==> src/rtl/sse_pkg.sv <==
// Shared types and byte constants for the SQL string escaper.
package sse_pkg;

	localparam logic [7:0] CH_NUL   = 8'h00;
	localparam logic [7:0] CH_LF    = 8'h0A;
	localparam logic [7:0] CH_CR    = 8'h0D;
	localparam logic [7:0] CH_SUB   = 8'h1A;
	localparam logic [7:0] CH_DQUOT = 8'h22;
	localparam logic [7:0] CH_PCT   = 8'h25;
	localparam logic [7:0] CH_APOS  = 8'h27;
	localparam logic [7:0] CH_ZERO  = 8'h30;
	localparam logic [7:0] CH_UZ    = 8'h5A;
	localparam logic [7:0] CH_BSL   = 8'h5C;
	localparam logic [7:0] CH_USCR  = 8'h5F;
	localparam logic [7:0] CH_LN    = 8'h6E;
	localparam logic [7:0] CH_LR    = 8'h72;

	// Register indexes on the configuration port
	localparam logic REG_QUOTE_DOUBLING = 1'b0;
	localparam logic REG_LIKE_PATTERN   = 1'b1;

	// One queued job: optional doubled backslash, then up to two body bytes
	typedef struct packed {
		logic       pre;
		logic [1:0] cnt;
		logic [7:0] b0;
		logic [7:0] b1;
		logic       last;
	} sse_entry_t;

endpackage

==> src/rtl/sse_front.sv <==
// Front end: accepts input bytes, tracks the held backslash, builds queue entries.
module sse_front (
	input  logic                clk,
	input  logic                arst_n,
	input  logic                in_valid,
	output logic                in_stall,
	input  logic [7:0]          in_byte,
	input  logic                in_last,
	input  logic                quote_doubling_mode,
	input  logic                like_pattern_mode,
	input  logic                q_full,
	output logic                push,
	output sse_pkg::sse_entry_t push_entry
);

	logic held_q;
	logic held_d;
	logic accept;

	assign in_stall = q_full;
	assign accept   = in_valid && !q_full;

	always_comb begin
		push_entry      = '0;
		push_entry.last = in_last;
		held_d          = 1'b0;
		if (held_q && like_pattern_mode &&
			(in_byte == sse_pkg::CH_PCT || in_byte == sse_pkg::CH_USCR)) begin
			push_entry.cnt = 2'd2;
			push_entry.b0  = sse_pkg::CH_BSL;
			push_entry.b1  = in_byte;
		end else begin
			push_entry.pre = held_q;
			unique case (in_byte) inside
				sse_pkg::CH_APOS: begin
					push_entry.cnt = 2'd2;
					push_entry.b0  = quote_doubling_mode ? sse_pkg::CH_APOS : sse_pkg::CH_BSL;
					push_entry.b1  = sse_pkg::CH_APOS;
				end
				sse_pkg::CH_DQUOT: begin
					push_entry.cnt = 2'd2;
					push_entry.b0  = sse_pkg::CH_BSL;
					push_entry.b1  = sse_pkg::CH_DQUOT;
				end
				sse_pkg::CH_CR, sse_pkg::CH_LF, sse_pkg::CH_SUB: begin
					if (quote_doubling_mode) begin
						push_entry.cnt = 2'd1;
						push_entry.b0  = in_byte;
					end else begin
						push_entry.cnt = 2'd2;
						push_entry.b0  = sse_pkg::CH_BSL;
						push_entry.b1  = (in_byte == sse_pkg::CH_CR) ? sse_pkg::CH_LR :
							(in_byte == sse_pkg::CH_LF) ? sse_pkg::CH_LN : sse_pkg::CH_UZ;
					end
				end
				sse_pkg::CH_NUL: begin
					push_entry.cnt = 2'd2;
					push_entry.b0  = sse_pkg::CH_BSL;
					push_entry.b1  = sse_pkg::CH_ZERO;
				end
				sse_pkg::CH_BSL: begin
					if (like_pattern_mode && !in_last) begin
						held_d = 1'b1;
					end else begin
						push_entry.cnt = 2'd2;
						push_entry.b0  = sse_pkg::CH_BSL;
						push_entry.b1  = sse_pkg::CH_BSL;
					end
				end
				default: begin
					push_entry.cnt = 2'd1;
					push_entry.b0  = in_byte;
				end
			endcase
		end
	end

	assign push = accept && (push_entry.pre || push_entry.cnt != 2'd0);

	always_ff @(posedge clk or negedge arst_n) begin
		if (!arst_n) begin
			held_q <= 1'b0;
		end else if (accept) begin
			held_q <= held_d;
		end
	end

`ifndef SYNTH
	// A backslash is only held right after one was taken in
	a_held_src: assert property (@(posedge clk) disable iff (!arst_n)
		$rose(held_q) |-> $past(accept && in_byte == sse_pkg::CH_BSL && !in_last))
		else $error("held backslash without backslash input");
	// An accepted byte either produces output or starts a hold
	a_no_drop: assert property (@(posedge clk) disable iff (!arst_n)
		accept && !push |-> held_d)
		else $error("input byte dropped");
`endif

endmodule

==> src/rtl/sse_queue.sv <==
// Small FIFO of escape jobs between front and back end.
module sse_queue #(
	parameter int DEPTH = 2
) (
	input  logic                clk,
	input  logic                arst_n,
	input  logic                push,
	input  sse_pkg::sse_entry_t push_entry,
	output logic                full,
	input  logic                pop,
	output sse_pkg::sse_entry_t head,
	output logic                empty
);

	localparam int PTR_W = (DEPTH > 1) ? $clog2(DEPTH) : 1;
	localparam int CNT_W = $clog2(DEPTH + 1);

	sse_pkg::sse_entry_t mem_q [DEPTH];
	logic [PTR_W-1:0]    wr_ptr_q;
	logic [PTR_W-1:0]    rd_ptr_q;
	logic [CNT_W-1:0]    count_q;

	function automatic logic [PTR_W-1:0] bump(input logic [PTR_W-1:0] p);
		return (p == PTR_W'(DEPTH - 1)) ? '0 : p + PTR_W'(1);
	endfunction

	assign full  = (count_q == CNT_W'(DEPTH));
	assign empty = (count_q == '0);
	assign head  = mem_q[rd_ptr_q];

	always_ff @(posedge clk) begin
		if (push) begin
			mem_q[wr_ptr_q] <= push_entry;
		end
	end

	always_ff @(posedge clk or negedge arst_n) begin
		if (!arst_n) begin
			wr_ptr_q <= '0;
			rd_ptr_q <= '0;
			count_q  <= '0;
		end else begin
			if (push) wr_ptr_q <= bump(wr_ptr_q);
			if (pop)  rd_ptr_q <= bump(rd_ptr_q);
			if (push && !pop)      count_q <= count_q + CNT_W'(1);
			else if (pop && !push) count_q <= count_q - CNT_W'(1);
		end
	end

`ifndef SYNTH
	a_no_overflow: assert property (@(posedge clk) disable iff (!arst_n)
		push |-> !full)
		else $error("queue overflow");
	a_no_underflow: assert property (@(posedge clk) disable iff (!arst_n)
		pop |-> !empty)
		else $error("queue underflow");
`endif

endmodule

==> src/rtl/sse_back.sv <==
// Back end: serializes queued jobs one byte per cycle into the output register, unless out_stall holds it.
module sse_back (
	input  logic                clk,
	input  logic                arst_n,
	input  sse_pkg::sse_entry_t head,
	input  logic                empty,
	output logic                pop,
	output logic                out_valid,
	input  logic                out_stall,
	output logic [7:0]          out_byte,
	output logic                out_last
);

	logic [1:0] pos_q;
	logic       load;
	logic [1:0] end_pos;
	logic       at_end;
	logic [7:0] sel_byte;

	assign load    = (!out_valid || !out_stall) && !empty;
	// index of the final byte of the current job
	assign end_pos = head.pre ? (2'd1 + head.cnt) : (head.cnt - 2'd1);
	assign at_end  = (pos_q == end_pos);
	assign pop     = load && at_end;

	always_comb begin
		if (head.pre && !pos_q[1]) begin
			sel_byte = sse_pkg::CH_BSL;
		end else begin
			sel_byte = pos_q[0] ? head.b1 : head.b0;
		end
	end

	always_ff @(posedge clk or negedge arst_n) begin
		if (!arst_n) begin
			pos_q     <= 2'd0;
			out_valid <= 1'b0;
		end else begin
			if (load) begin
				pos_q     <= at_end ? 2'd0 : pos_q + 2'd1;
				out_valid <= 1'b1;
			end else if (!out_stall) begin
				out_valid <= 1'b0;
			end
		end
	end

	always_ff @(posedge clk) begin
		if (load) begin
			out_byte <= sel_byte;
			out_last <= head.last && at_end;
		end
	end

`ifndef SYNTH
	// Mid-job position means the job is still at the queue head
	a_pos_live: assert property (@(posedge clk) disable iff (!arst_n)
		pos_q != 2'd0 |-> !empty)
		else $error("job position set with empty queue");
`endif

endmodule

==> src/rtl/sql_string_escaper.sv <==
// Top level of the SQL string escaper: config registers, front, queue, back.
//
// Escapes a byte stream for use inside a quoted SQL literal. One request
// carries one raw byte plus a last marker; it yields zero to four escaped
// bytes, with out_last on the final escaped byte of a string. Result bytes
// leave at one per cycle from the output register of the back end while
// out_stall is low, so a byte that expands to two escaped bytes occupies
// the output for both and a held backslash resolved together with a
// following byte yields up to four; plain bytes run at one per cycle. The
// output byte rate is what limits throughput. A request is taken whenever
// the job queue (QUEUE_DEPTH entries) has room, even while results wait on
// out_stall; its result passes through the queue memory and then the
// output register of the back end. In LIKE mode a backslash that is not
// the last byte is held until the next byte, so it produces nothing on its
// own request. Mode registers sit at byte address 0 (quote doubling) and 4
// (LIKE pattern) and should only be written while the block is idle.
module sql_string_escaper #(
	parameter int QUEUE_DEPTH = 2
) (
	input  logic        clk,
	input  logic        arst_n,
	// configuration
	input  logic        psel,
	input  logic        penable,
	input  logic        pwrite,
	input  logic [2:0]  paddr,
	input  logic [31:0] pwdata,
	output logic [31:0] prdata,
	output logic        pready,
	// input stream
	input  logic        in_valid,
	output logic        in_stall,
	input  logic [7:0]  in_byte,
	input  logic        in_last,
	// output stream
	output logic        out_valid,
	input  logic        out_stall,
	output logic [7:0]  out_byte,
	output logic        out_last
);

	logic                quote_doubling_q;
	logic                like_pattern_q;
	logic                q_full;
	logic                q_empty;
	logic                push;
	logic                pop;
	sse_pkg::sse_entry_t push_entry;
	sse_pkg::sse_entry_t head;
	logic                wr_en;

	assign pready = 1'b1;
	assign wr_en  = psel && penable && pwrite;

	// registers decoded by word index only
	always_ff @(posedge clk or negedge arst_n) begin
		if (!arst_n) begin
			quote_doubling_q <= 1'b0;
			like_pattern_q   <= 1'b0;
		end else if (wr_en) begin
			if (paddr[2] == sse_pkg::REG_QUOTE_DOUBLING) quote_doubling_q <= pwdata[0];
			if (paddr[2] == sse_pkg::REG_LIKE_PATTERN)   like_pattern_q   <= pwdata[0];
		end
	end

	assign prdata = {31'd0,
		(paddr[2] == sse_pkg::REG_LIKE_PATTERN) ? like_pattern_q : quote_doubling_q};

	sse_front u_front (
		.clk                 (clk),
		.arst_n              (arst_n),
		.in_valid            (in_valid),
		.in_stall            (in_stall),
		.in_byte             (in_byte),
		.in_last             (in_last),
		.quote_doubling_mode (quote_doubling_q),
		.like_pattern_mode   (like_pattern_q),
		.q_full              (q_full),
		.push                (push),
		.push_entry          (push_entry)
	);

	sse_queue #(
		.DEPTH (QUEUE_DEPTH)
	) u_queue (
		.clk        (clk),
		.arst_n     (arst_n),
		.push       (push),
		.push_entry (push_entry),
		.full       (q_full),
		.pop        (pop),
		.head       (head),
		.empty      (q_empty)
	);

	sse_back u_back (
		.clk       (clk),
		.arst_n    (arst_n),
		.head      (head),
		.empty     (q_empty),
		.pop       (pop),
		.out_valid (out_valid),
		.out_stall (out_stall),
		.out_byte  (out_byte),
		.out_last  (out_last)
	);

endmodule
==> config.mk <==
export PLATFORM = sky130hd
export DESIGN_NAME = sql_string_escaper
export DESIGN_NICKNAME = d
export VERILOG_FILES = /design/src/rtl/sse_pkg.sv /design/src/rtl/sse_front.sv /design/src/rtl/sse_queue.sv /design/src/rtl/sse_back.sv /design/src/rtl/sql_string_escaper.sv
export SDC_FILE = /design/constraint.sdc
export NUM_CORES = 1
export LEC_CHECK = 0
export BUFFER_PORTS_ARGS = -buffer_cell sky130_fd_sc_hd__buf_2
export CORE_MARGIN = 4
export CORE_UTILIZATION = 50
export DETAILED_ROUTE_END_ITERATION = 16
export PLACE_DENSITY = 0.78
export SYNTH_ARGS = -nofsm -noshare
export SYNTH_HDL_FRONTEND = slang
export SYNTH_SLANG_ARGS = --single-unit
==> constraint.sdc <==
create_clock -name clk -period 3.1 [get_ports clk]
set_clock_uncertainty 0.15 [all_clocks]
set_input_delay 0.93 -clock clk [delete_from_list [all_inputs] [get_ports clk]]
set_output_delay 0.93 -clock clk [all_outputs]
set_load 0.02 [all_outputs]
==> impl_metrics.ini <==
[outcome]
status = finished clean

[synth]
avgSynthCellArea_um2 = 12.9
ys_warn_count = 0
netlist_instances = 236
synth-async-reset-ratio = 0.169
ys_types = 55
synth_seq_cells = 59
seq_area_frac_synth = 0.566
synth_edf_count = 49
ys.flop_type = edfxtp_1
netlist_area_um2 = 3040

[placed_design]
dp_hpwl_mm = 4.04
place_congestion = 0.887
port_buffers = 29

[pwr]
totalPowerFinal_mw = 2.80
pwr_density_cell_nw_per_um2 = 823
leakagePower_nw = 1.37
irDropWorstVdd_uv = 442

[sta]
maxSlewHeadroom = 0.339
slew_violations = 0
fmax_ghz = 0.385
setup_viol = 0
tightestPinTransition_ns = 0.987
finalSetupTns_ns = 0
rsz0062_at_grt = no
finalCritPeriodShare = 0.837
period_needed_ns = 2.59
timing.final.hold_violations = 0

[worst_setup_path]
worst-path-buf-inv = 1
slowest_delay_ns = 0.84
rr_endpoint = u_queue.count_q[1]
path_max_fanout = 20
setup.worst_path.class = input port to register
cp_slowest_cell = nor2b_2
rrSetupSlack_ns = 0.71
crit_family = simple AND/OR/NAND/NOR gates
arrival_ns = 2.39
r2r-start = u_queue.rd_ptr_q
startpoint_type = input port
path_cells = buf_2 -> nand4b_1 -> nor4_4 -> a21oi_1 -> nor2b_2
reg2reg_depth = 8
critical_path_required_ns = 2.90
end_kind = register

[floorplan]
die_area_um2 = 7400
num_io_pins = 95
initial_utilization = 0.514
num_rows = 28
die_h_um = 86.0
die_width_um = 86.0
core_um2 = 5920

[cts]
cts_tree = built
ctsHtreeMaxLevel = 3
root_buffer = clkbuf_8
numCtsBuffers = 9
clkLatencyLatePin_ns = 0.33
hold_buffers = 0
clkSlewWorstSetupHoldPaths_ns = 0.06
numClockSinks = 59
cts_resized = 0
cts_buffer_depth = 2
post-cts-setup-buffers = 0

[global_route]
use_met3 = 0.0480
grt_usage = 0.159
grt_pass1_vias = 1945
grt_first_pass_wirelength_mm = 8.83
grt_util_met2 = 0.248
grt.overflow.total = 0
antenna_found_initial = 0
grt_max_degree = 21
met1_usage = 0.190
busiest_layer = met2

[routing]
routedWlPerCell_um = 15.1
drt-initial-drc-count = 179
drt-total-wl_mm = 5.47
antenna_left = 0
routed_via_density = 5.25
drt_pre_antenna_iters = 4
via_count = 1900
remaining_drc_errors = 0

[layout]
multi_input_area_um2 = 1150
nFillCells = 503
seqCellArea_um2 = 1720
layout_commonest_cell = edfxtp_1
final_cell_mix = edfxtp_1, conb_1, buf_2
syn_to_final_growth_pct = 11.9
fin_nets = 334
final_layout_size_suffix_gt1_frac = 0.275
num_antenna_cells = 0

[min_path]
min_path_type = input port to async pin

[job]
cap_violations = 0
[layer usage]
metal | part of all wire | vias to the layer above
met1 | 0.41 | 905
met5 | 0 | -
met4 | 0.028 | 0
met3 | 0.069 | 16
li1 | - | 903
met2 | 0.49 | 76
[synthesized netlist by cell type (all sizes together), types with 2 or more instances]
master  count  area, um2
a21o        4       30.0
a21oi       5       25.0
a221o       2       20.0
and2        5       31.3
buf        37        268
clkbuf      3       11.3
conb        2       7.51
dfrtp      10        250
edfxtp     49       1470
inv         5       18.8
mux2i       6       60.1
mux4        8        180
nand2      15       56.3
nand2b      2       12.5
nand3       6       30.0
nand4       2       12.5
nor2       10       40.0
nor2b       5       31.3
nor3        5       36.3
nor3b       3       22.5
nor4        2       33.8
o21ai       9       45.0
o22a        2       17.5
o31ai       2       15.0
or2         5       31.3
or4b        2       20.0
xnor2       6       52.6
xor2        3       26.3
[cell type report]
type / count / share of cell area
inverter: 5 / 0.00551
clock inverter: 3 / 0.00441
timing repair buffer: 43 / 0.0735
sequential: 59 / 0.506
multi-input combinational: 164 / 0.337
tap: 75 / 0.0276
clock buffer: 13 / 0.0467
[stage by stage]
| step | hold WS [ns] | cells | utilization | instance area, um2 | setup WS, ns |
|---|---|---|---|---|---|
| finish | 0.307 | 362 | 0.575 | 3410 | 0.505 |
| global route | 0.306 | 362 | 0.575 | 3410 | 0.344 |
| CTS | 0.298 | 362 | 0.575 | 3410 | 0.482 |
| floorplan | 0.298 | 268 | - | 3170 | 0.287 |
| global placement | 0.313 | 346 | 0.546 | 3230 | 0.189 |
| detailed placement | 0.320 | 346 | 0.546 | 3230 | 0.132 |
[cells by family (layout without fill, tap and decap cells)]
family | after synthesis | after routing | synth area share
AO/OA/AOI/OAI | 35 | 35 | 0.0814
other | 2 | 34 | 0.00247
flip-flops | 59 | 59 | 0.566
AND/OR/NAND/NOR | 70 | 70 | 0.140
multiplexers | 15 | 15 | 0.0826
XOR/XNOR | 9 | 9 | 0.0259
adder cells (fa/ha/maj) | 1 | 1 | 0.00411
buffers and inverters | 45 | 64 | 0.0978
[worst max path at each step]
stage | startpoint | slack, ns | end | depth (start not counted)
after floorplan | in_byte[5] | 0.29 | u_queue.mem_q[0][0] | 5
after global placement | in_byte[4] | 0.19 | u_queue.mem_q[0][6] | 5
after detailed placement | in_byte[4] | 0.13 | u_queue.mem_q[0][6] | 5
after CTS | in_byte[4] | 0.48 | u_queue.mem_q[0][11] | 5
after global routing | in_byte[4] | 0.34 | u_queue.mem_q[0][11] | 5
final | in_byte[4] | 0.51 | u_queue.mem_q[0][14] | 5
[flip-flops by register name, summed over array words and instances (netlist names), 2 cells and up]
signal	flops
u_queue.mem_q	40
u_queue.count_q	2
u_back.pos_q	2
u_back.out_byte	8
[power breakdown]
group | internal (mW) | switching, mW | total (mW) | leakage, nW
combinational | 0.409 | 0.511 | 0.920 | 0.702
sequential | 1.16 | 0.123 | 1.28 | 0.579
clock | 0.330 | 0.275 | 0.605 | 0.0932
total | 1.90 | 0.909 | 2.80 | 1.37
Power figures use the tool's default switching activity.
